--- config.mk ---
export PLATFORM = sky130hd
export DESIGN_NAME = windowed_peak_level_monitor
export DESIGN_NICKNAME = d
export VERILOG_FILES = /design/src/design/wplm_pkg.sv /design/src/design/windowed_peak_level_monitor.sv
export SDC_FILE = /design/constraint.sdc
export NUM_CORES = 1
export LEC_CHECK = 0
export BUFFER_PORTS_ARGS = -buffer_cell sky130_fd_sc_hd__buf_2
export CAP_MARGIN = 20
export CORE_ASPECT_RATIO = 0.9
export CORE_MARGIN = 2
export CORE_UTILIZATION = 68
export CTS_CLUSTER_SIZE = 16
export DETAILED_ROUTE_END_ITERATION = 7
export PLACE_DENSITY = 0.87
export SYNTH_ARGS = -nofsm -noshare
export SYNTH_HDL_FRONTEND = slang
export SYNTH_SLANG_ARGS = --single-unit
--- constraint.sdc ---
create_clock -name clk -period 25.9 [get_ports clk]
set_input_delay 3.885 -clock clk [delete_from_list [all_inputs] [get_ports clk]]
set_output_delay 3.885 -clock clk [all_outputs]
set_load 0.02 [all_outputs]
--- src/design/wplm_pkg.sv ---
// shared types and constants of the windowed peak level monitor
package wplm_pkg;

    typedef enum logic [1:0] {
        CLS_NORMAL = 2'd0,
        CLS_HIGH   = 2'd1,
        CLS_LOW    = 2'd2,
        CLS_MUTE   = 2'd3
    } level_class_t;

    localparam int unsigned CFG_INDEX_BITS = 3;

    typedef enum logic [CFG_INDEX_BITS-1:0] {
        REG_HIGH_LEVEL      = 3'd0,
        REG_LOW_LEVEL       = 3'd1,
        REG_MUTE_LEVEL      = 3'd2,
        REG_WINDOW_LENGTH   = 3'd3,
        REG_MIN_RUN_WINDOWS = 3'd4,
        REG_STEREO_MODE     = 3'd5
    } cfg_reg_t;

    localparam logic [15:0] HIGH_LEVEL_RESET      = 16'd29204;
    localparam logic [15:0] LOW_LEVEL_RESET       = 16'd3277;
    localparam logic [15:0] MUTE_LEVEL_RESET      = 16'd33;
    localparam logic [15:0] WINDOW_LENGTH_RESET   = 16'd1764;
    localparam logic [15:0] MIN_RUN_WINDOWS_RESET = 16'd25;
    localparam logic        STEREO_MODE_RESET     = 1'b1;

    localparam logic [15:0] REPORT_MAX = 16'hFFFF;

    // report queue
    localparam int unsigned OUT_DEPTH = 4;
    localparam int unsigned OUT_PTR_BITS = 2;
    localparam int unsigned OUT_CNT_BITS = 3;

    typedef struct packed {
        logic         channel;
        level_class_t level_class;
        logic [15:0]  run_windows;
        logic [15:0]  window_index;
        logic         last;
    } report_t;

endpackage

--- src/design/windowed_peak_level_monitor.sv ---
// top level of the windowed peak level monitor
//
//  channel   signals                               direction  transfer when
//  input     in_valid in_stall left/right_sample   in         in_valid && !in_stall
//  output    out_valid out_stall channel..last     out        out_valid && !out_stall
//  config    cfg_valid cfg_ready cfg_index cfg_data in        cfg_valid && cfg_ready
//
// one frame per cycle while in_stall is low: a frame is registered, then processed in the next cycle
// (magnitude, peak, window end, classification, run update) into a 4-entry queue
// reports are written to the queue as the frame is processed, then leave it one per cycle while out_stall is low
// in_stall rises while the queue, with two slots held for a registered frame, could not take two more reports
// reset clears all counters, peaks, runs and the queue; registers take defaults
module windowed_peak_level_monitor #(
    parameter int unsigned SAMPLE_BITS = 16,
    parameter int unsigned COUNT_BITS  = 16
) (
    input  logic                                   clk,
    input  logic                                   rst_n,
    input  logic                                   in_valid,
    output logic                                   in_stall,
    input  logic signed [SAMPLE_BITS-1:0]          left_sample,
    input  logic signed [SAMPLE_BITS-1:0]          right_sample,
    output logic                                   out_valid,
    input  logic                                   out_stall,
    output logic                                   channel,
    output logic [1:0]                             level_class,
    output logic [15:0]                            run_windows,
    output logic [15:0]                            window_index,
    output logic                                   last,
    input  logic                                   cfg_valid,
    output logic                                   cfg_ready,
    input  logic [wplm_pkg::CFG_INDEX_BITS-1:0]    cfg_index,
    input  logic [15:0]                            cfg_data
);

    localparam int unsigned LW = (SAMPLE_BITS > 16) ? SAMPLE_BITS : 16;
    localparam int unsigned RW = (COUNT_BITS > 16) ? COUNT_BITS : 16;
    localparam logic [COUNT_BITS-1:0] COUNT_MAX = {COUNT_BITS{1'b1}};

    // configuration
    logic [15:0] high_level_reg, low_level_reg, mute_level_reg;
    logic [15:0] window_length_reg, min_run_windows_reg;
    logic        stereo_mode_reg;

    assign cfg_ready = 1'b1;

    always_ff @(posedge clk or negedge rst_n)
    begin
        if (!rst_n)
        begin
            high_level_reg      <= wplm_pkg::HIGH_LEVEL_RESET;
            low_level_reg       <= wplm_pkg::LOW_LEVEL_RESET;
            mute_level_reg      <= wplm_pkg::MUTE_LEVEL_RESET;
            window_length_reg   <= wplm_pkg::WINDOW_LENGTH_RESET;
            min_run_windows_reg <= wplm_pkg::MIN_RUN_WINDOWS_RESET;
            stereo_mode_reg     <= wplm_pkg::STEREO_MODE_RESET;
        end
        else if (cfg_valid && cfg_ready)
        begin
            unique case (cfg_index)
                wplm_pkg::REG_HIGH_LEVEL:      high_level_reg      <= cfg_data;
                wplm_pkg::REG_LOW_LEVEL:       low_level_reg       <= cfg_data;
                wplm_pkg::REG_MUTE_LEVEL:      mute_level_reg      <= cfg_data;
                wplm_pkg::REG_WINDOW_LENGTH:   window_length_reg   <= cfg_data;
                wplm_pkg::REG_MIN_RUN_WINDOWS: min_run_windows_reg <= cfg_data;
                wplm_pkg::REG_STEREO_MODE:     stereo_mode_reg     <= cfg_data[0];
                default: ;
            endcase
        end
    end

    // input register
    logic                   s1_valid_reg;
    logic [SAMPLE_BITS-1:0] s1_sample_reg [2];
    logic                   in_xfer;
    logic [wplm_pkg::OUT_CNT_BITS-1:0] count_reg;
    logic [wplm_pkg::OUT_CNT_BITS:0]   pending;

    assign pending  = {1'b0, count_reg} + (s1_valid_reg ? 4'd2 : 4'd0);
    assign in_stall = (pending > 4'(wplm_pkg::OUT_DEPTH - 2));
    assign in_xfer  = in_valid && !in_stall;

    always_ff @(posedge clk or negedge rst_n)
    begin
        if (!rst_n)
        begin
            s1_valid_reg <= 1'b0;
        end
        else
        begin
            s1_valid_reg <= in_xfer;
        end
    end

    always_ff @(posedge clk)
    begin
        if (in_xfer)
        begin
            s1_sample_reg[0] <= left_sample;
            s1_sample_reg[1] <= right_sample;
        end
    end

    function automatic wplm_pkg::level_class_t classify(input logic [SAMPLE_BITS-1:0] peak,
                                                        input logic [15:0] hi,
                                                        input logic [15:0] lo,
                                                        input logic [15:0] mu);
        logic [LW-1:0] p;
        p = LW'(peak);
        if (p > LW'(hi))
            return wplm_pkg::CLS_HIGH;
        else if (p > LW'(lo))
            return wplm_pkg::CLS_NORMAL;
        else if (p > LW'(mu))
            return wplm_pkg::CLS_LOW;
        else
            return wplm_pkg::CLS_MUTE;
    endfunction

    // frame processing state
    logic [COUNT_BITS-1:0]     frame_count_reg, frame_count_next;
    logic [15:0]               window_counter_reg, window_counter_next;
    logic [SAMPLE_BITS-1:0]    peak_reg [2];
    logic [SAMPLE_BITS-1:0]    peak_next [2];
    wplm_pkg::level_class_t    cls_reg [2];
    wplm_pkg::level_class_t    cls_next [2];
    logic [COUNT_BITS-1:0]     run_reg [2];
    logic [COUNT_BITS-1:0]     run_next [2];
    logic                      due [2];
    wplm_pkg::report_t         rep [2];

    logic [COUNT_BITS-1:0]     fc_inc;
    logic [15:0]               win_len;
    logic                      win_end;
    logic [SAMPLE_BITS-1:0]    mag [2];
    logic [SAMPLE_BITS-1:0]    peak_upd [2];
    logic                      active [2];
    wplm_pkg::level_class_t    now_cls [2];
    logic [RW-1:0]             run_ext [2];

    always_comb
    begin
        win_len = (window_length_reg == 16'd0) ? 16'd1 : window_length_reg;
        fc_inc  = frame_count_reg + COUNT_BITS'(1);
        win_end = (RW'(fc_inc) >= RW'(win_len)) || (fc_inc == '0);

        frame_count_next    = frame_count_reg;
        window_counter_next = window_counter_reg;

        for (int c = 0; c < 2; c++)
        begin
            active[c]   = (c == 0) || stereo_mode_reg;
            mag[c]      = s1_sample_reg[c][SAMPLE_BITS-1] ? (~s1_sample_reg[c] + 1'b1)
                                                          : s1_sample_reg[c];
            peak_upd[c] = (active[c] && (mag[c] > peak_reg[c])) ? mag[c] : peak_reg[c];
            now_cls[c]  = classify(peak_upd[c], high_level_reg, low_level_reg,
                                   mute_level_reg);
            run_ext[c]  = RW'(run_reg[c]);

            peak_next[c] = peak_reg[c];
            cls_next[c]  = cls_reg[c];
            run_next[c]  = run_reg[c];
            due[c]       = 1'b0;

            rep[c].channel      = c[0];
            rep[c].level_class  = cls_reg[c];
            rep[c].run_windows  = (run_ext[c] > RW'(wplm_pkg::REPORT_MAX))
                                  ? wplm_pkg::REPORT_MAX : run_ext[c][15:0];
            rep[c].window_index = window_counter_reg;
            rep[c].last         = 1'b1;

            if (s1_valid_reg)
            begin
                if (win_end)
                begin
                    peak_next[c] = '0;
                    if (active[c])
                    begin
                        if (run_reg[c] == '0)
                        begin
                            cls_next[c] = now_cls[c];
                            run_next[c] = COUNT_BITS'(1);
                        end
                        else if ((cls_reg[c] == now_cls[c]) &&
                                 (now_cls[c] != wplm_pkg::CLS_NORMAL))
                        begin
                            if (run_reg[c] != COUNT_MAX)
                                run_next[c] = run_reg[c] + COUNT_BITS'(1);
                        end
                        else
                        begin
                            due[c]      = (run_ext[c] >= RW'(min_run_windows_reg));
                            cls_next[c] = wplm_pkg::CLS_NORMAL;
                            run_next[c] = '0;
                        end
                    end
                end
                else
                begin
                    peak_next[c] = peak_upd[c];
                end
            end
        end

        rep[0].last = !due[1];

        if (s1_valid_reg)
        begin
            if (win_end)
            begin
                frame_count_next    = '0;
                window_counter_next = window_counter_reg + 16'd1;
            end
            else
            begin
                frame_count_next = fc_inc;
            end
        end
    end

    always_ff @(posedge clk or negedge rst_n)
    begin
        if (!rst_n)
        begin
            frame_count_reg    <= '0;
            window_counter_reg <= '0;
            for (int c = 0; c < 2; c++)
            begin
                peak_reg[c] <= '0;
                cls_reg[c]  <= wplm_pkg::CLS_NORMAL;
                run_reg[c]  <= '0;
            end
        end
        else
        begin
            frame_count_reg    <= frame_count_next;
            window_counter_reg <= window_counter_next;
            for (int c = 0; c < 2; c++)
            begin
                peak_reg[c] <= peak_next[c];
                cls_reg[c]  <= cls_next[c];
                run_reg[c]  <= run_next[c];
            end
        end
    end

    // report queue
    wplm_pkg::report_t                  queue_reg [wplm_pkg::OUT_DEPTH];
    logic [wplm_pkg::OUT_PTR_BITS-1:0]  wr_ptr_reg, wr_ptr_next;
    logic [wplm_pkg::OUT_PTR_BITS-1:0]  rd_ptr_reg, rd_ptr_next;
    logic [wplm_pkg::OUT_CNT_BITS-1:0]  count_next;
    logic [wplm_pkg::OUT_PTR_BITS-1:0]  wr_ptr_second;
    logic [1:0]                         push_count;
    logic                               out_xfer;
    wplm_pkg::report_t                  head;

    assign out_valid     = (count_reg != '0);
    assign out_xfer      = out_valid && !out_stall;
    assign push_count    = {1'b0, due[0]} + {1'b0, due[1]};
    assign wr_ptr_second = wr_ptr_reg + {{(wplm_pkg::OUT_PTR_BITS-1){1'b0}}, due[0]};

    always_comb
    begin
        wr_ptr_next = wr_ptr_reg + wplm_pkg::OUT_PTR_BITS'(push_count);
        rd_ptr_next = rd_ptr_reg + {{(wplm_pkg::OUT_PTR_BITS-1){1'b0}}, out_xfer};
        count_next  = count_reg + wplm_pkg::OUT_CNT_BITS'(push_count)
                      - {{(wplm_pkg::OUT_CNT_BITS-1){1'b0}}, out_xfer};
    end

    always_ff @(posedge clk or negedge rst_n)
    begin
        if (!rst_n)
        begin
            wr_ptr_reg <= '0;
            rd_ptr_reg <= '0;
            count_reg  <= '0;
        end
        else
        begin
            wr_ptr_reg <= wr_ptr_next;
            rd_ptr_reg <= rd_ptr_next;
            count_reg  <= count_next;
        end
    end

    always_ff @(posedge clk)
    begin
        if (due[0])
            queue_reg[wr_ptr_reg] <= rep[0];
        if (due[1])
            queue_reg[wr_ptr_second] <= rep[1];
    end

    assign head         = queue_reg[rd_ptr_reg];
    assign channel      = head.channel;
    assign level_class  = head.level_class;
    assign run_windows  = head.run_windows;
    assign window_index = head.window_index;
    assign last         = head.last;

endmodule
==> results.json, run 1 <==
{
  "outcome": "complete, no violations",
  "clock_path_buffers": 3,
  "drt_iter0_markers": 1792,
  "synth_edf_count": 168,
  "numCtsBuffers": 38,
  "layout.nets": 2320,
  "grtUsageMet3": 0.0538,
  "tritoncts": "built",
  "cts-hold-fix-buffers": 0,
  "powerDensity_nw_per_um2": 98.3,
  "instances_no_fill": 2510,
  "die_x_um": 191,
  "vias": 16800,
  "dieArea_um2": 33000,
  "cts-root-buf": "clkbuf_16",
  "final_antenna_net_count": 0,
  "postCtsResizedCells": 0,
  "synth.avg_cell_area_um2": 10.7,
  "cts-htree-levels": 2,
  "slew_headroom": 0.253,
  "critPathRequiredTime_ps": 26090,
  "swShare": 0.389,
  "power.internal_w": 0.00142,
  "core_area_um2": 31000,
  "synth.distinct_cells": 78,
  "seq_power_share": 0.324,
  "min_period_over_period": 0.378,
  "top_usage_layer": "met2",
  "synth_ff_type": "edfxtp_1",
  "synthCells": 2014,
  "post_drt_wl_per_cell_um": 22.4,
  "power_frac_comb": 0.431,
  "firstDrtPassIters": 6,
  "crit_chain": "or4_1, or4_1, nor4bb_1, ha_1, nand4_1, or2_2, nor4_1, nor2_1, a2bb2oi_2, buf_4, mux2_2, ha_1, nand4_1, nor4_1, nand4_1, o41a_1, a2111o_1, a21oi_1, or2_2, nor3_1, ha_1, or4_4, nand2_1, buf_4",
  "drv_cap": 0,
  "num_rows": 61,
  "tightest_slew_ps": 1120,
  "vias_per_cell": 6.69,
  "critPathTopFamily": "simple AND/OR/NAND/NOR gates",
  "grtUsageMet1": 0.477,
  "area_growth_pct": 9.77,
  "path_class": "reg -> reg",
  "cts_sinks": 365,
  "post_cts_buffers": 0,
  "synth_seq_cells": 365,
  "end_kind": "flip-flop",
  "synth_fp_nets": 2263,
  "async_reset_ff_frac": 0.518,
  "finClkSkew_ps": 17.0,
  "grt_overflow": 0,
  "min_path_type": "reg -> reg",
  "drc_errors": 0,
  "grt_pass1_wl_um": 89600,
  "dp.cells": 2436,
  "initial_core_util": 0.694,
  "p_clk_frac": 0.245,
  "p_leak_nw": 10.1,
  "total_power_w": 0.00232,
  "mappedNetlistArea_um2": 21500,
  "portBuffers": 93,
  "wl_um": 56200,
  "grt_pass1_vias": 16800,
  "path_max_fanout": 37,
  "cp_slowest_cell": "or4_4",
  "tns_ps": 0,
  "io_pins": 95,
  "startpoint_type": "flip-flop",
  "switching_power_w": 0.000903,
  "antenna_found_initial": 1,
  "fin_crit_ps": 9790,
  "clkTransAtPathRegs_ps": 60,
  "fin_util": 0.761,
  "largest_reg_flops": 144,
  "num_antenna_cells": 0,
  "die_h_um": 173,
  "grt_max_degree": 82,
  "ys.warnings.count": 0,
  "irDropWorstVdd_uv": 95.5,
  "hold_slack_ps": 468,
  "gp_congestion": 0.953,
  "setup_viol": 0,
  "clock.fmax_mhz": 102,
  "finalMaxSlewViolations": 0,
  "dp_hpwl_um": 38800,
  "cp_num_buf_inv": 2,
  "ys_seq_area_frac": 0.464,
  "slowest_delay_ps": 840,
  "grtUsageMet2": 0.546,
  "rsz0062_at_grt": "false",
  "track_usage": 0.345,
  "arrival_ps": 9990,
  "clock_latency_ps": 540,
  "drive_above_1_share": 0.141,
  "hold_violations": 0
}
[through the flow]
| step | setup slack (ps) | cell area (um2) |
|---|---|---|
| after detailed placement | 16260 | 22300 |
| after global routing | 15520 | 23600 |
| after floorplan | 17510 | 21500 |
| after global placement | 16560 | 22300 |
| after CTS | 16170 | 23500 |
| final | 16110 | 23600 |
[kinds of logic after synthesis]
group	share of synthesized area
buffers and inverters	0.0480
XOR/XNOR	0.0310
flip-flops	0.464
AO/OA/AOI/OAI	0.134
multiplexers	0.0837
AND/OR/NAND/NOR	0.127
adder cells (fa/ha/maj)	0.113
other	0.000174
[layout make-up]
class	instances	area (um2)
Timing Repair Buffer	123	717
Tap cell	409	512
Multi-Input combinational cell	1394	10600
Inverter	149	559
Clock inverter	21	253
Fill cell	1989	7390
Clock buffer	49	1030
Sequential cell	365	9970
[worst register-to-register path: stages (launching register included)]
cell and delay, ps:
edfxtp_1 420, or4_1 560, or4_1 540, nor4bb_1 570
ha_1 230, nand4_1 80, or2_2 300, nor4_1 430
nor2_1 100, a2bb2oi_2 550, buf_4 320, mux2_2 400
ha_1 320, nand4_1 160, nor4_1 530, nand4_1 160
o41a_1 180, a2111o_1 380, a21oi_1 670, or2_2 270
nor3_1 80, ha_1 360, or4_4 840, nand2_1 530
buf_4 440
[synthesized netlist by cell type, types with 49 or more instances]
| library cell | instances | share of area |
|---|---|---|
| inv_1 | 149 | 0.026 |
| nand2_1 | 255 | 0.045 |
| nand4_1 | 49 | 0.014 |
| nor2_1 | 59 | 0.010 |
| edfxtp_1 | 168 | 0.23 |
| mux2i_1 | 74 | 0.034 |
| ha_1 | 192 | 0.11 |
| o21ai_0 | 119 | 0.028 |
| clkbuf_1 | 77 | 0.013 |
| xnor2_1 | 53 | 0.022 |
| a21oi_1 | 84 | 0.020 |
| dfrtp_1 | 164 | 0.19 |
[cells in the final DEF (no fill, tap or decap), types with 21 or more instances in the layout]
cell,count
a21boi_0,37
a21boi_1,32
a21o_1,24
a21oi_1,83
a22o_1,35
buf_2,92
buf_4,28
clkbuf_16,38
dfrtp_1,163
dfstp_2,25
edfxtp_1,168
ha_1,192
inv_1,149
mux2_2,22
mux2i_1,74
mux4_2,36
nand2_1,255
nand3_1,33
nand4_1,49
nor2_1,58
nor3_1,38
nor4_1,21
o21ai_0,119
xnor2_1,53
xor2_1,23
[worst paths after layout]
check | start | cells past startpoint | slack, ps | endpoint
max in group asynchronous | rst_n | 3 | 21430 | window_length_reg[5]$_DFFE_PN1P_
hold / removal | queue_reg[2][35]$_SDFFE_PP1P_ | 2 | 470 | queue_reg[2][35]$_SDFFE_PP1P_
setup / recovery | s1_sample_reg[0][7]$_DFFE_PP_ | 24 | 16110 | queue_reg[0][30]$_DFFE_PP_
setup reg to reg | s1_sample_reg[0][7]$_DFFE_PP_ | 24 | 16110 | queue_reg[0][30]$_DFFE_PP_
min in group asynchronous | rst_n | 1 | 3360 | peak_reg[23]$_DFFE_PN0P_
hold reg to reg | queue_reg[2][35]$_SDFFE_PP1P_ | 2 | 470 | queue_reg[2][35]$_SDFFE_PP1P_
[power by group through the flow]
stage | registers, W | logic (W) | clock network [W]
floorplan | 0.000731 | 0.000715 | 0
global placement | 0.000752 | 0.000915 | 0
detailed placement | 0.000758 | 0.000966 | 0
CTS | 0.000748 | 0.000981 | 0.000570
global route | 0.000759 | 0.00110 | 0.000591
finish | 0.000751 | 0.000999 | 0.000569
[metal layers]
metal | vias to the layer above | wire [um]
li1 | 7448 | -
met1 | 8167 | 22200
met2 | 962 | 26200
met3 | 207 | 5220
met4 | 2 | 2620
met5 | - | 13
(Power assumes the default switching activity.)
==> run 2, diff against run 1 <==
--- a/config.mk
+++ b/config.mk
@@ -5,14 +5,15 @@
 export SDC_FILE = /design/constraint.sdc
 export NUM_CORES = 1
 export LEC_CHECK = 0
+export ABC_AREA = 1
 export BUFFER_PORTS_ARGS = -buffer_cell sky130_fd_sc_hd__buf_2
 export CAP_MARGIN = 20
 export CORE_ASPECT_RATIO = 0.9
 export CORE_MARGIN = 2
-export CORE_UTILIZATION = 68
+export CORE_UTILIZATION = 63
 export CTS_CLUSTER_SIZE = 16
 export DETAILED_ROUTE_END_ITERATION = 7
-export PLACE_DENSITY = 0.87
+export PLACE_DENSITY = 0.81
 export SYNTH_ARGS = -nofsm -noshare
 export SYNTH_HDL_FRONTEND = slang
 export SYNTH_SLANG_ARGS = --single-unit
==> constraint.sdc (replaced) <==
create_clock -name clk -period 9.27 [get_ports clk]
set_input_delay 1.3905 -clock clk [delete_from_list [all_inputs] [get_ports clk]]
set_output_delay 1.3905 -clock clk [all_outputs]
set_load 0.02 [all_outputs]
==> run 2 against run 1 <==
- combinational power grew to 3.6 times the previous value
- hold slack lost 21 ps
- worst setup slack lost 15000 ps
- global-route usage shrank 0.45 points
- total power grew to 3.1 times the previous value
- fmax grew 19%
- flip-flop and latch count is the same
==> results.json, run 2 <==
{
  "synth_common_cells": "672 x nand2_1, 317 x inv_1, 294 x nor2_1",
  "cts-htree-levels": 2,
  "filler_cell_count": 2778,
  "clkTransAtPathRegs_ps": 60,
  "die_h_um": 184,
  "portBuffers": 93,
  "core_area_um2": 35200,
  "holdPathStages": 2,
  "tritoncts": "built",
  "min_period_over_period": 0.891,
  "critPathRequiredTime_ps": 9450,
  "power.internal_w": 0.00406,
  "slowest_delay_ps": 540,
  "path_max_fanout": 37,
  "cts_sinks": 365,
  "synth.avg_cell_area_um2": 8.04,
  "wl_um": 62700,
  "synth_fp_nets": 3065,
  "irDropWorstVdd_uv": 187,
  "grt_pass1_wl_um": 101000,
  "dp_hpwl_um": 44600,
  "async_reset_ff_frac": 0.518,
  "yosysTopAreaCellShare": 0.223,
  "synth.distinct_cells": 51,
  "die_x_um": 204,
  "final_antenna_net_count": 0,
  "area_growth_pct": 9.65,
  "r2r_start": "s1_sample_reg[0][0]$_DFFE_PP_",
  "regToRegSetupSlack_ps": 1010,
  "rsz0062_at_grt": "false",
  "synth_most_common_cell": "nand2_1",
  "rr_worst_depth": 36,
  "firstDrtPassIters": 8,
  "tightest_slew_ps": 1040,
  "mappedNetlistArea_um2": 22600,
  "cp_slowest_cell": "nand4_4",
  "mostFrequentLayoutCells": "671 x nand2_1, 317 x inv_1, 293 x nor2_1, 244 x o21ai_0, 202 x nand3_1",
  "ys_seq_area_frac": 0.440,
  "seq_power_share": 0.283,
  "outcome": "complete, no violations",
  "hold_violations": 0,
  "drv_cap": 0,
  "layout.nets": 3106,
  "largest_reg_flops": 144,
  "synth_area_leaders": "edfxtp_1 22%, dfrtp_1 18%, nand2_1 11%",
  "vias_per_cell": 5.93,
  "numCtsBuffers": 41,
  "min_to": "queue_reg[2][35]$_SDFFE_PP1P_",
  "end_kind": "flip-flop",
  "grt_overflow": 0,
  "post_drt_wl_per_cell_um": 18.7,
  "powerDensity_nw_per_um2": 294,
  "grt_pass1_vias": 19300,
  "synth_edf_count": 168,
  "setup_viol": 0,
  "clock_latency_ps": 570,
  "num_rows": 65,
  "drc_errors": 0,
  "drt_iter0_markers": 2126,
  "clock.fmax_mhz": 121,
  "arrival_ps": 8440,
  "cts-hold-fix-buffers": 0,
  "place_ws_ps": 995,
  "startpoint_type": "flip-flop",
  "slew_headroom": 0.305,
  "drive_above_1_share": 0.0865,
  "clock_path_buffers": 3,
  "initial_core_util": 0.643,
  "min_from": "queue_reg[2][35]$_SDFFE_PP1P_",
  "worstReg2RegEnd": "queue_reg[0][27]$_DFFE_PP_",
  "grt_max_degree": 81,
  "swShare": 0.443,
  "power_frac_comb": 0.487,
  "gp_congestion": 0.953,
  "ys.warnings.count": 0,
  "tns_ps": 0,
  "switching_power_w": 0.00323,
  "cts-root-buf": "clkbuf_16",
  "path_class": "reg -> reg",
  "synth_ff_type": "edfxtp_1",
  "num_antenna_cells": 0,
  "synthCells": 2816,
  "min_path_type": "reg -> reg",
  "p_leak_nw": 11.4,
  "track_usage": 0.341,
  "finalMaxSlewViolations": 0,
  "io_pins": 95,
  "final_common_cell": "nand2_1",
  "synth_area_leader_cell": "edfxtp_1",
  "total_power_w": 0.00729,
  "dieArea_um2": 37500,
  "synth_seq_cells": 365,
  "fin_crit_ps": 8260,
  "fin_ws_ps": 1010,
  "vias": 19900,
  "antenna_found_initial": 0,
  "finClkSkew_ps": 31.7,
  "p_clk_frac": 0.230,
  "critPathMostFrequentCell": "nand2_1"
}
==> run 2: worst max-delay path: cells and delay by family, from the launching register on <==
family | cells | cell delay (ps)
buf+inv | 7 | 1250
fa+ha+maj | 4 | 990
simple gates | 19 | 3750
compound gates | 4 | 970
xor+xnor | 2 | 440
flops | 1 | 430
==> run 2: area by class of cell <==
type                       count  area (um2)  area share
clock buffer                  59        1110      0.0448
clock inverter                17         259      0.0104
inverter                     323        1210      0.0488
multi-input combinational   2005       11000       0.441
sequential                   365        9970       0.401
tap                          469         587      0.0236
timing repair buffer         121         732      0.0295
==> run 2: worst max path at each step <==
stage	start	to	slack, ps	cells after the start
6_report	s1_sample_reg[0][0]$_DFFE_PP_	queue_reg[0][27]$_DFFE_PP_	1010	36
5_1_grt	s1_sample_reg[0][0]$_DFFE_PP_	queue_reg[0][27]$_DFFE_PP_	210	36
4_1_cts	s1_sample_reg[0][0]$_DFFE_PP_	queue_reg[0][27]$_DFFE_PP_	920	36
3_5_place_dp	s1_sample_reg[0][0]$_DFFE_PP_	queue_reg[0][30]$_DFFE_PP_	990	36
3_3_place_gp	s1_sample_reg[0][0]$_DFFE_PP_	queue_reg[0][29]$_DFFE_PP_	1330	36
2_1_floorplan	s1_sample_reg[0][0]$_DFFE_PP_	queue_reg[0][10]$_DFFE_PP_	2510	37
==> run 2: power by group through the flow <==
stage,Clock [W],Sequential [W],Combinational (W)
after global routing,0.00176,0.00209,0.00400
after floorplan,0,0.00203,0.00255
after CTS,0.00169,0.00206,0.00347
after global placement,0,0.00209,0.00326
after detailed placement,0,0.00209,0.00344
final,0.00168,0.00206,0.00355
==> run 2: timing repair <==
action | in CTS | in global routing
endpoints found under the setup margin | 0 | 34
buffers inserted | 0 | 0
resized for setup | 0 | 1
==> run 2: metrics by stage <==
step	util	instance area [um2]	instances	hold slack, ps
detailed placement	0.665	23400	3280	429
floorplan	-	22600	2816	414
global placement	0.664	23400	3279	425
CTS	0.704	24800	3356	444
finish	0.705	24800	3359	447
global route	0.705	24800	3359	466
==> run 2: metal layers <==
| layer | track usage | wire length (um) | vias to the layer above |
|---|---|---|---|
| li1 | - | - | 9440 |
| met1 | 0.492 | 27200 | 9375 |
| met2 | 0.530 | 28100 | 976 |
| met3 | 0.0592 | 6080 | 119 |
| met4 | 0.0966 | 1380 | 0 |
| met5 | 0 | 0 | - |
==> run 2: cells by family (layout without fill, tap and decap cells) <==
| group | Yosys count | in the layout | share of synthesized area |
|---|---|---|---|
| AOI/OAI and AO/OA | 468 | 468 | 0.113 |
| xor gates and xnor gates | 65 | 65 | 0.0251 |
| adders and majority gates | 193 | 193 | 0.107 |
| buffers and inverters | 446 | 520 | 0.0762 |
| DFF | 365 | 365 | 0.440 |
| other | 1 | 1 | 0.000166 |
| and+or+nand+nor | 1278 | 1278 | 0.239 |
